$ cat config.mk
export PLATFORM = sky130hd
export DESIGN_NAME = pge_front
export DESIGN_NICKNAME = d
export VERILOG_FILES = /design/src/hdl/pge_pkg.sv /design/src/hdl/pge_front.sv
export SDC_FILE = /design/constraint.sdc
export NUM_CORES = 1
export LEC_CHECK = 0
export BUFFER_PORTS_ARGS = -buffer_cell sky130_fd_sc_hd__buf_2
export CORE_MARGIN = 5
export CORE_UTILIZATION = 45
export DETAILED_ROUTE_END_ITERATION = 7
export MAX_ROUTING_LAYER = met4
export PLACE_DENSITY = 0.79
export SYNTH_ARGS = -nofsm -noshare
export SYNTH_HDL_FRONTEND = slang
export SYNTH_SLANG_ARGS = --single-unit
$ cat constraint.sdc
create_clock -name clk -period 4.6 [get_ports clk]
set_input_delay 0.92 -clock clk [delete_from_list [all_inputs] [get_ports clk]]
set_output_delay 0.92 -clock clk [all_outputs]
set_load 0.05 [all_outputs]
$ cat src/hdl/pge_pkg.sv
`default_nettype none
// ----------------------------------------------------------------------------
// pge_pkg: shared types and constants of the polygon geometry engine
// Transfer payloads, command codes between front and back, register map.
// ----------------------------------------------------------------------------
package pge_pkg;

    localparam int MAX_VERTICES_DEF = 128;
    localparam int APB_AW           = 4;
    localparam int SQRT_STAGES      = 25;

    localparam logic [2:0] ACT_LOAD  = 3'd0;
    localparam logic [2:0] ACT_SCALE = 3'd1;
    localparam logic [2:0] ACT_QUERY = 3'd2;
    localparam logic [2:0] ACT_AREA  = 3'd3;
    localparam logic [2:0] ACT_PERIM = 3'd4;

    localparam logic [1:0] REG_CENTER_X = 2'd0;
    localparam logic [1:0] REG_CENTER_Y = 2'd1;
    localparam logic [1:0] REG_VCOUNT   = 2'd2;

    localparam logic [63:0] AREA_LIMIT  = 64'h01FF_FFFF_FFFF_FFFF;
    localparam logic [35:0] PERIM_LIMIT = 36'h1_FFFF_FFFF;

    typedef struct packed {
        logic [2:0]         action;
        logic [6:0]         vertex_index;
        logic signed [23:0] pos_x;
        logic signed [23:0] pos_y;
        logic [15:0]        scale_factor;
    } in_item_t;

    typedef struct packed {
        logic        inside_res;
        logic [56:0] area;
        logic [32:0] perimeter;
        logic        error;
    } out_item_t;

    typedef enum logic [5:0] {
        OP_LOAD  = 6'b000001,
        OP_SCALE = 6'b000010,
        OP_QUERY = 6'b000100,
        OP_AREA  = 6'b001000,
        OP_PERIM = 6'b010000,
        OP_NONE  = 6'b100000
    } op_t;

    typedef struct packed {
        op_t                op;
        logic [6:0]         idx;
        logic signed [23:0] px;
        logic signed [23:0] py;
        logic [15:0]        fac;
    } cmd_t;

    typedef struct packed {
        logic signed [23:0] cx;
        logic signed [23:0] cy;
        logic [7:0]         vertex_count;
    } cfg_t;

endpackage
`default_nettype wire

$ cat src/hdl/pge_front.sv
`default_nettype none
// ----------------------------------------------------------------------------
// pge_front: input side
// Accepts items, decodes the action into a command and queues two deep.
// ----------------------------------------------------------------------------
module pge_front (
    input  wire logic             clk,
    input  wire logic             rst_n,
    input  wire logic             in_valid,
    output logic                  in_stall,
    input  wire pge_pkg::in_item_t in_data,
    output logic                  cmd_valid,
    output pge_pkg::cmd_t         cmd,
    input  wire logic             cmd_pop
);
    import pge_pkg::*;

    cmd_t       q_reg [0:1];
    logic       wr_ptr_reg;
    logic       wr_ptr_next;
    logic       rd_ptr_reg;
    logic       rd_ptr_next;
    logic [1:0] cnt_reg;
    logic [1:0] cnt_next;
    logic       push;
    cmd_t       decoded;

    always_comb
    begin
        decoded.idx = in_data.vertex_index;
        decoded.px  = in_data.pos_x;
        decoded.py  = in_data.pos_y;
        decoded.fac = in_data.scale_factor;
        case (in_data.action)
            ACT_LOAD:  decoded.op = OP_LOAD;
            ACT_SCALE: decoded.op = OP_SCALE;
            ACT_QUERY: decoded.op = OP_QUERY;
            ACT_AREA:  decoded.op = OP_AREA;
            ACT_PERIM: decoded.op = OP_PERIM;
            default:   decoded.op = OP_NONE;
        endcase
    end

    assign in_stall  = (cnt_reg == 2'd2);
    assign push      = in_valid && !in_stall;
    assign cmd_valid = (cnt_reg != 2'd0);
    assign cmd       = q_reg[rd_ptr_reg];

    always_comb
    begin
        wr_ptr_next = push ? !wr_ptr_reg : wr_ptr_reg;
        rd_ptr_next = cmd_pop ? !rd_ptr_reg : rd_ptr_reg;
        cnt_next    = cnt_reg + 2'(push) - 2'(cmd_pop);
    end

    always_ff @(posedge clk or negedge rst_n)
    begin
        if (!rst_n)
        begin
            wr_ptr_reg <= 1'b0;
            rd_ptr_reg <= 1'b0;
            cnt_reg    <= 2'd0;
        end
        else
        begin
            wr_ptr_reg <= wr_ptr_next;
            rd_ptr_reg <= rd_ptr_next;
            cnt_reg    <= cnt_next;
        end
    end

    always_ff @(posedge clk)
    begin
        if (push)
        begin
            q_reg[wr_ptr_reg] <= decoded;
        end
    end

endmodule
`default_nettype wire

==> results.sh, run 1 <==
export IMPL_status="complete, no violations"
export IMPL_p_int_mw=3.66
export IMPL_path_clk_slew_ps=60
export IMPL_gp_congestion=0.709
export IMPL_drv_slew=0
export IMPL_clock_sinks=158
export IMPL_maxCapViolCount=0
export IMPL_p_switching_mw=2.30
export IMPL_whs_ps=304
export IMPL_ys_types=19
export IMPL_wire_per_inst_um=17.2
export IMPL_ctsResizeCount=0
export IMPL_drt_pass1_iterations=4
export IMPL_p_sw_frac=0.386
export IMPL_clk_latency_ps=420
export IMPL_tns_ps=0
export IMPL_fmax_mhz=299
export IMPL_critPathRequiredTime_ps=3680
export IMPL_grt_max_degree=78
export IMPL_layout_drive_gt1_share=0.602
export IMPL_tritoncts="built"
export IMPL_period_share=0.727
export IMPL_grt_pass1_wl_mm=16.8
export IMPL_p_leak_nw=2.87
export IMPL_holdBufCountCts=0
export IMPL_vias_per_cell=4.78
export IMPL_initial_core_util=0.462
export IMPL_synth_cells=263
export IMPL_drc=0
export IMPL_grt_overflow=0
export IMPL_die_area_um2=15400
export IMPL_clk_path_buf_depth=2
export IMPL_dpl_cell_area_um2=6850
export IMPL_path_class="reg -> out"
export IMPL_cts_max_level=4
export IMPL_rows=41
export IMPL_stdcell_count=617
export IMPL_largest_reg_flops=154
export IMPL_cts_made_buffers=17
export IMPL_ys_warn_count=0
export IMPL_dieWidth_um=124
export IMPL_post_cts_buffers=0
export IMPL_cellPowerDensity_nw_per_um2=793
export IMPL_area_delta_synth_final_pct=27.9
export IMPL_antenna_found_initial=0
export IMPL_core_um2=12700
export IMPL_crit_fanout=36
export IMPL_vdd_drop_max_mv=0.718
export IMPL_layout_min_cycle_time_ps=3350
export IMPL_cts_root_buf="clkbuf_16"
export IMPL_drt_initial_drc_count=136
export IMPL_worstMarginPinSlew_ps=1110
export IMPL_dpl_worst_slack_ps=1680
export IMPL_grt_use_total=0.145
export IMPL_hold_viol_final=0
export IMPL_vias=2948
export IMPL_timing_slew_headroom=0.258
export IMPL_seq_area_frac_synth=0.804
export IMPL_io_buffer_count=156
export IMPL_final_area_um2=7520
export IMPL_synth_area_um2=5870
export IMPL_critPathCaptureType="output port"
export IMPL_syn_nets=343
export IMPL_finalNetCount=512
export IMPL_grt_pass1_vias=3322
export IMPL_antenna_left=0
export IMPL_combPwrFrac=0.382
export IMPL_worstPathArrival_ps=2430
export IMPL_finalSetupViolCount=0
export IMPL_p_seq_frac=0.357
export IMPL_p_clk_frac=0.261
export IMPL_start_kind="flip-flop"
export IMPL_die_height_um=124
export IMPL_antennaDiodeCount=0
export IMPL_drt_total_wl_mm=10.6
export IMPL_fin_skew_ps=6.18
export IMPL_ys_ff_latch=158
export IMPL_rsz0062_at_grt="no"
export IMPL_num_io_pins=157
export IMPL_place_inst=585
export IMPL_worst_slack_ps=1250
export IMPL_avgSynthCellArea_um2=22.3
export IMPL_hpwlAfterDp_mm=7.11
export IMPL_hold_path_class="in -> async"
[critical path: stages (launching register included)]
cell and delay, ps:
dfrtp_4 790, buf_4 530, mux2_2 410, buf_2 220
[final timing paths]
check	end	slack, ps	from	cells past startpoint
min	rd_ptr_reg	300	rst_n	1
max	cmd[75]	1250	rd_ptr_reg	3
min reg2reg	cnt_reg[1]	510	cnt_reg[1]	1
max reg2reg	q_reg[0][6]	2380	cnt_reg[1]	4
max in group asynchronous	rd_ptr_reg	4150	rst_n	1
min in group clk	cnt_reg[1]	510	cnt_reg[1]	1
[cells by family after synthesis]
| kind of cell | after synthesis | share of synthesized area |
|---|---|---|
| AOI/OAI and AO/OA | 1 | 0.00128 |
| buffers and inverters | 11 | 0.0132 |
| DFF | 158 | 0.804 |
| muxes | 77 | 0.160 |
| xor gates and xnor gates | 4 | 0.00596 |
| and+or+nand+nor | 10 | 0.0106 |
| adders and majority gates | 2 | 0.00426 |
[power groups by stage]
stage	registers (mW)	clock network, mW	logic (mW)
after floorplan	2.07	0	1.92
after global placement	2.14	0	2.28
after detailed placement	2.16	0	2.30
after CTS	2.14	1.59	2.31
after global routing	2.16	1.67	2.37
final	2.13	1.56	2.28
[cells in the final DEF, fill, tap and decap left out]
cell / count
bufinv_16: 6
inv_1: 2
ha_1: 2
buf_12: 1
mux2_4: 20
clkbuf_8: 1
edfxtp_1: 154
xor2_1: 1
mux2_2: 57
o21a_1: 1
clkinvlp_4: 4
dfrtp_1: 3
clkbuf_1: 4
buf_2: 156
nand2_1: 1
nor3b_1: 3
xnor2_1: 3
nand2b_1: 1
nor2_4: 1
or2_2: 1
clkbuf_16: 17
and3b_1: 1
and3_4: 1
buf_4: 2
nor3_1: 1
dfrtp_4: 1
[cell type report]
| type | instances | area (um2) |
|---|---|---|
| inverter | 2 | 7.51 |
| tap | 172 | 215 |
| timing repair buffer | 159 | 816 |
| clock inverter | 10 | 210 |
| sequential | 158 | 4730 |
| fill | 976 | 5210 |
| clock buffer | 22 | 454 |
| multi-input combinational | 94 | 1080 |
[metal layers]
metal | part of all wire | vias to the layer above | global-route usage
li1 | - | 1386 | -
met1 | 0.42 | 1441 | 0.162
met2 | 0.51 | 108 | 0.238
met3 | 0.061 | 13 | 0.0553
met4 | 0.012 | 0 | 0.0522
met5 | 0 | - | -
[cell usage after synthesis]
master,count,share of area
buf_2,5,0.0043
and3b_1,1,0.0015
nor3_1,1,0.00085
and3_1,1,0.0011
inv_1,2,0.0013
o21a_1,1,0.0013
nand2_1,1,0.00064
dfrtp_1,4,0.017
or2_2,1,0.0011
mux2_4,20,0.051
xnor2_1,3,0.0045
nor3b_1,3,0.0038
edfxtp_1,154,0.79
nor2_1,1,0.00064
nand2b_1,1,0.0011
buf_6,4,0.0077
ha_1,2,0.0043
mux2_2,57,0.11
xor2_1,1,0.0015
[through the flow]
| stage | total power [mW] | util |
|---|---|---|
| finish | 5.96 | 0.591 |
| global route | 6.19 | 0.591 |
| floorplan | 3.99 | - |
| detailed placement | 4.46 | 0.539 |
| CTS | 6.03 | 0.591 |
| global placement | 4.42 | 0.539 |
Note: power is estimated with default switching activity, not from simulation.
==> run 2: changes to the inputs <==
--- a/config.mk
+++ b/config.mk
@@ -10,7 +10,7 @@
 export CORE_UTILIZATION = 45
 export DETAILED_ROUTE_END_ITERATION = 7
 export MAX_ROUTING_LAYER = met4
-export PLACE_DENSITY = 0.79
+export PLACE_DENSITY = 0.76
 export SYNTH_ARGS = -nofsm -noshare
 export SYNTH_HDL_FRONTEND = slang
 export SYNTH_SLANG_ARGS = --single-unit
==> constraint.sdc (replaced) <==
create_clock -name clk -period 3.45 [get_ports clk]
set_input_delay 0.69 -clock clk [delete_from_list [all_inputs] [get_ports clk]]
set_output_delay 0.69 -clock clk [all_outputs]
set_load 0.05 [all_outputs]
==> results.sh, run 2 (synthesized netlist as in run 1, its figures left out) <==
export IMPL_cts_made_buffers=17
export IMPL_worstPathArrival_ps=2180
export IMPL_regArea_um2=4730
export IMPL_utilization=0.582
export IMPL_crit_fanout=47
export IMPL_crit_family="flip-flops"
export IMPL_start_kind="flip-flop"
export IMPL_grt_overflow=0
export IMPL_period_share=0.832
export IMPL_vias_per_cell=4.77
export IMPL_path_cells="buf_12 > mux2_2 > buf_2"
export IMPL_timing_slew_headroom=0.305
export IMPL_critPathCaptureType="output port"
export IMPL_vdd_drop_max_mv=0.627
export IMPL_post_cts_buffers=0
export IMPL_drc=0
export IMPL_p_switching_mw=3.05
export IMPL_vias=2945
export IMPL_largest_reg_flops=154
export IMPL_nFillCells=1028
export IMPL_worstMarginPinSlew_ps=1040
export IMPL_io_buffer_count=156
export IMPL_grt_pass1_wl_mm=15.9
export IMPL_cts_root_buf="clkbuf_16"
export IMPL_initial_core_util=0.462
export IMPL_layout_min_cycle_time_ps=2870
export IMPL_grt_pass1_vias=3234
export IMPL_grt_use_total=0.138
export IMPL_r2r_slack_ps=1560
export IMPL_reg2reg_depth=2
export IMPL_mostFrequentLayoutCells="156 x buf_2, 154 x edfxtp_1, 57 x mux2_2"
export IMPL_rsz0062_at_grt="no"
export IMPL_cellPowerDensity_nw_per_um2=1020
export IMPL_antenna_found_initial=1
export IMPL_path_buf_inv=2
export IMPL_die_area_um2=15400
export IMPL_multiInputGateArea_um2=1080
export IMPL_dieWidth_um=124
export IMPL_p_sw_frac=0.404
export IMPL_hold_path_class="in -> async"
export IMPL_finalSetupViolCount=0
export IMPL_clk_path_buf_depth=2
export IMPL_die_height_um=124
export IMPL_hold_viol_final=0
export IMPL_holdBufCountCts=0
export IMPL_drt_initial_drc_count=160
export IMPL_fmax_mhz=348
export IMPL_cp_slowest_cell="dfrtp_4"
export IMPL_drt_pass1_iterations=4
export IMPL_p_int_mw=4.49
export IMPL_hpwlAfterDp_mm=6.89
export IMPL_drt_total_wl_mm=10.2
export IMPL_tritoncts="built"
export IMPL_antenna_left=0
export IMPL_cts_max_level=4
export IMPL_ctsResizeCount=0
export IMPL_layout_commonest_cell="buf_2"
export IMPL_clock_sinks=158
export IMPL_layout_drive_gt1_share=0.608
export IMPL_drv_slew=0
export IMPL_p_seq_frac=0.379
export IMPL_area_delta_synth_final_pct=26.0
export IMPL_num_io_pins=157
export IMPL_r2r_end="q_reg[1][52]"
export IMPL_cp_slowest_stage_delay_ps=870
export IMPL_combPwrFrac=0.396
export IMPL_rows=41
export IMPL_status="complete, no violations"
export IMPL_grt_max_degree=78
export IMPL_tns_ps=0
export IMPL_core_um2=12700
export IMPL_p_clk_frac=0.224
export IMPL_critPathRequiredTime_ps=2760
export IMPL_path_class="reg -> out"
export IMPL_finalNetCount=512
export IMPL_p_leak_nw=2.83
export IMPL_gp_congestion=0.734
export IMPL_wire_per_inst_um=16.6
export IMPL_reg2reg_from="cnt_reg[1]"
export IMPL_maxCapViolCount=0
export IMPL_clk_latency_ps=410
export IMPL_fin_skew_ps=6.61
export IMPL_path_clk_slew_ps=60
-- run 2: cell count changes in the layout (fill, tap and decap cells not counted), sizes merged --
cell      delta
bufinv       -5
clkbuf       -5
clkinv      +10
clkinvlp     -1
diode        +1
-- run 2: final cells by class --
cell class	count	share of cell area
tap	172	0.0291
timing repair buffer	159	0.110
inverter	2	0.00101
clock inverter	14	0.0167
sequential	158	0.639
clock buffer	17	0.0575
antenna	1	0.000338
multi-input combinational	94	0.147
-- run 2: how the worst max path moves through the flow --
stage | startpoint | endpoint | slack, ps | depth (start not counted)
global route | rd_ptr_reg | cmd[2] | 440 | 3
global placement | rd_ptr_reg | cmd[30] | 980 | 3
finish | rd_ptr_reg | cmd[0] | 580 | 3
detailed placement | rd_ptr_reg | cmd[73] | 970 | 3
CTS | rd_ptr_reg | cmd[73] | 500 | 3
floorplan | in_valid | q_reg[0][0] | 230 | 2
-- run 2: metrics by stage --
stage | setup WS (ps) | total power [mW] | instance area, um2 | std cells | hold slack [ps]
2_1_floorplan | 233 | 5.32 | 5880 | 263 | 394
3_3_place_gp | 979 | 5.89 | 6850 | 585 | 483
3_5_place_dp | 968 | 5.94 | 6850 | 585 | 498
4_1_cts | 504 | 7.64 | 7400 | 616 | 42.6
5_1_grt | 440 | 7.86 | 7400 | 617 | 47.8
6_report | 580 | 7.54 | 7400 | 617 | 66.8
-- run 2: worst reg2reg max path: cells and delay by family (launching register included) --
family / cells / cell delay (ps)
DFF: 1 / 410
and+or+nand+nor: 2 / 1060
-- run 2: power groups by stage --
stage / logic [mW] / registers, mW / clock network [mW]
after floorplan: 2.56 / 2.76 / 0
after global placement: 3.01 / 2.88 / 0
after detailed placement: 3.03 / 2.91 / 0
after CTS: 3.04 / 2.87 / 1.74
after global routing: 3.13 / 2.90 / 1.83
final: 2.99 / 2.86 / 1.69
-- run 2: layer usage --
layer	up-vias	global-route usage	share of wire
met4	0	0.0645	0.021
li1	1381	-	-
met1	1435	0.147	0.38
met2	108	0.231	0.53
met5	-	-	0
met3	21	0.0489	0.064
==> run 3: changes to the inputs <==
--- a/config.mk
+++ b/config.mk
@@ -10,7 +10,7 @@
 export CORE_UTILIZATION = 45
 export DETAILED_ROUTE_END_ITERATION = 7
 export MAX_ROUTING_LAYER = met4
-export PLACE_DENSITY = 0.76
+export PLACE_DENSITY = 0.79
 export SYNTH_ARGS = -nofsm -noshare
 export SYNTH_HDL_FRONTEND = slang
 export SYNTH_SLANG_ARGS = --single-unit
==> constraint.sdc (replaced) <==
create_clock -name clk -period 2.6 [get_ports clk]
set_input_delay 0.52 -clock clk [delete_from_list [all_inputs] [get_ports clk]]
set_output_delay 0.52 -clock clk [all_outputs]
set_load 0.05 [all_outputs]
==> results.sh, run 3 (synthesized netlist as in run 1, its figures left out) <==
export IMPL_status="complete, no violations"
export IMPL_grt_overflow=0
export IMPL_drt_total_wl_mm=10.8
export IMPL_clk_latency_ps=410
export IMPL_antenna_left=0
export IMPL_grt_pass1_wl_mm=16.8
export IMPL_dpl_cell_area_um2=6900
export IMPL_hold_path_class="in -> reg"
export IMPL_timing_slew_headroom=0.616
export IMPL_layout_drive_gt1_share=0.608
export IMPL_tritoncts="built"
export IMPL_p_leak_nw=2.88
export IMPL_initial_core_util=0.462
export IMPL_use_met1=0.154
export IMPL_rows=41
export IMPL_cts_made_buffers=17
export IMPL_path_clk_slew_ps=60
export IMPL_crit_fanout=27
export IMPL_r2r_slack_ps=870
export IMPL_drt_pass1_iterations=4
export IMPL_final_area_um2=7510
export IMPL_vias=2975
export IMPL_grt_pass1_vias=3315
export IMPL_mostFrequentLayoutCells="156 x buf_2, 154 x edfxtp_1, 57 x mux2_2"
export IMPL_cts_max_level=4
export IMPL_critPathRequiredTime_ps=2080
export IMPL_worstMarginPinSlew_ps=576
export IMPL_drt_initial_drc_count=223
export IMPL_hold_viol_final=0
export IMPL_clk_path_buf_depth=2
export IMPL_dieWidth_um=124
export IMPL_path_class="reg -> out"
export IMPL_wire_per_inst_um=17.4
export IMPL_p_int_mw=6.25
export IMPL_cts_root_buf="clkbuf_16"
export IMPL_fmax_mhz=406
export IMPL_grt_max_degree=44
export IMPL_stdcell_count=623
export IMPL_antenna_found_initial=2
export IMPL_p_switching_mw=4.07
export IMPL_holdBufCountCts=1
export IMPL_die_height_um=124
export IMPL_finalNetCount=516
export IMPL_period_share=0.947
export IMPL_worstPathArrival_ps=1940
export IMPL_start_kind="flip-flop"
export IMPL_drc=0
export IMPL_combPwrFrac=0.400
export IMPL_drv_slew=0
export IMPL_hpwlAfterDp_mm=7.44
export IMPL_clock_sinks=158
export IMPL_ctsResizeCount=0
export IMPL_die_area_um2=15400
export IMPL_worst_slack_ps=139
export IMPL_finalSetupViolCount=0
export IMPL_maxCapViolCount=0
export IMPL_met3_usage=0.0515
export IMPL_num_io_pins=157
export IMPL_p_seq_frac=0.360
export IMPL_grt_use_total=0.146
export IMPL_p_clk_frac=0.240
export IMPL_grtUsageMet2=0.248
export IMPL_place_inst=588
export IMPL_vdd_drop_max_mv=0.918
export IMPL_p_sw_frac=0.394
export IMPL_layout_min_cycle_time_ps=2460
export IMPL_tns_ps=0
export IMPL_vias_per_cell=4.78
export IMPL_fin_skew_ps=6.38
export IMPL_gp_congestion=0.712
export IMPL_top_usage_layer="met2"
export IMPL_largest_reg_flops=154
export IMPL_layout_commonest_cell="buf_2"
export IMPL_critPathCaptureType="output port"
export IMPL_cellPowerDensity_nw_per_um2=1370
export IMPL_whs_ps=295
export IMPL_core_um2=12700
export IMPL_rsz0062_at_grt="no"
export IMPL_io_buffer_count=156
export IMPL_post_cts_buffers=0
export IMPL_area_delta_synth_final_pct=27.9
export IMPL_dpl_worst_slack_ps=566
run 3: cell count changes in the layout (fill, tap and decap cells not counted), moves of 2 or more:
| cell | previous run | this run |
|---|---|---|
| bufinv_16 | 1 | 3 |
| clkinv_4 | 6 | 0 |
| clkbuf_1 | 0 | 2 |
| clkbuf_8 | 0 | 2 |
| buf_12 | 1 | 3 |
run 3: power by group through the flow:
stage                     clock [mW]  combinational, mW  sequential, mW
after global routing            2.66               4.33            3.76
after floorplan                    0               3.40            3.64
final                           2.48               4.13            3.72
after global placement             0               4.15            3.74
after CTS                       2.54               4.19            3.72
after detailed placement           0               4.18            3.77
run 3: cell type report:
class / count / area (um2)
antenna: 2 / 5.00
clock buffer: 21 / 460
clock inverter: 11 / 140
fill: 995 / 5210
inverter: 2 / 7.51
multi-input combinational: 94 / 1080
sequential: 158 / 4730
tap: 172 / 215
timing repair buffer: 163 / 873
run 3: worst paths after layout:
path	from	endpoint	cells after the start
setup / recovery	rd_ptr_reg	cmd[27]	3
hold / removal	in_data[10]	q_reg[0][10]	1
setup reg to reg	cnt_reg[1]	q_reg[1][52]	3
hold reg to reg	cnt_reg[1]	cnt_reg[1]	1
max in group asynchronous	rst_n	rd_ptr_reg	2
min in group asynchronous	rst_n	cnt_reg[0]	2
run 3: routing by layer:
| metal | share of wire | vias to the layer above | wire (um) |
|---|---|---|---|
| met4 | 0.018 | 0 | 190 |
| met3 | 0.061 | 19 | 657 |
| met5 | 0 | - | 0 |
| met2 | 0.52 | 111 | 5670 |
| met1 | 0.40 | 1454 | 4300 |
| li1 | - | 1391 | - |
run 3: critical path, stage by stage (launching register included):
cell,delay [ps]
dfrtp_4,660
buf_12,270
mux2_2,360
buf_2,210
run 3: metrics by stage:
| step | power (mW) | util |
|---|---|---|
| 2_1_floorplan | 7.05 | - |
| 3_3_place_gp | 7.89 | 0.542 |
| 3_5_place_dp | 7.95 | 0.542 |
| 4_1_cts | 10.4 | 0.590 |
| 5_1_grt | 10.7 | 0.591 |
| 6_report | 10.3 | 0.591 |
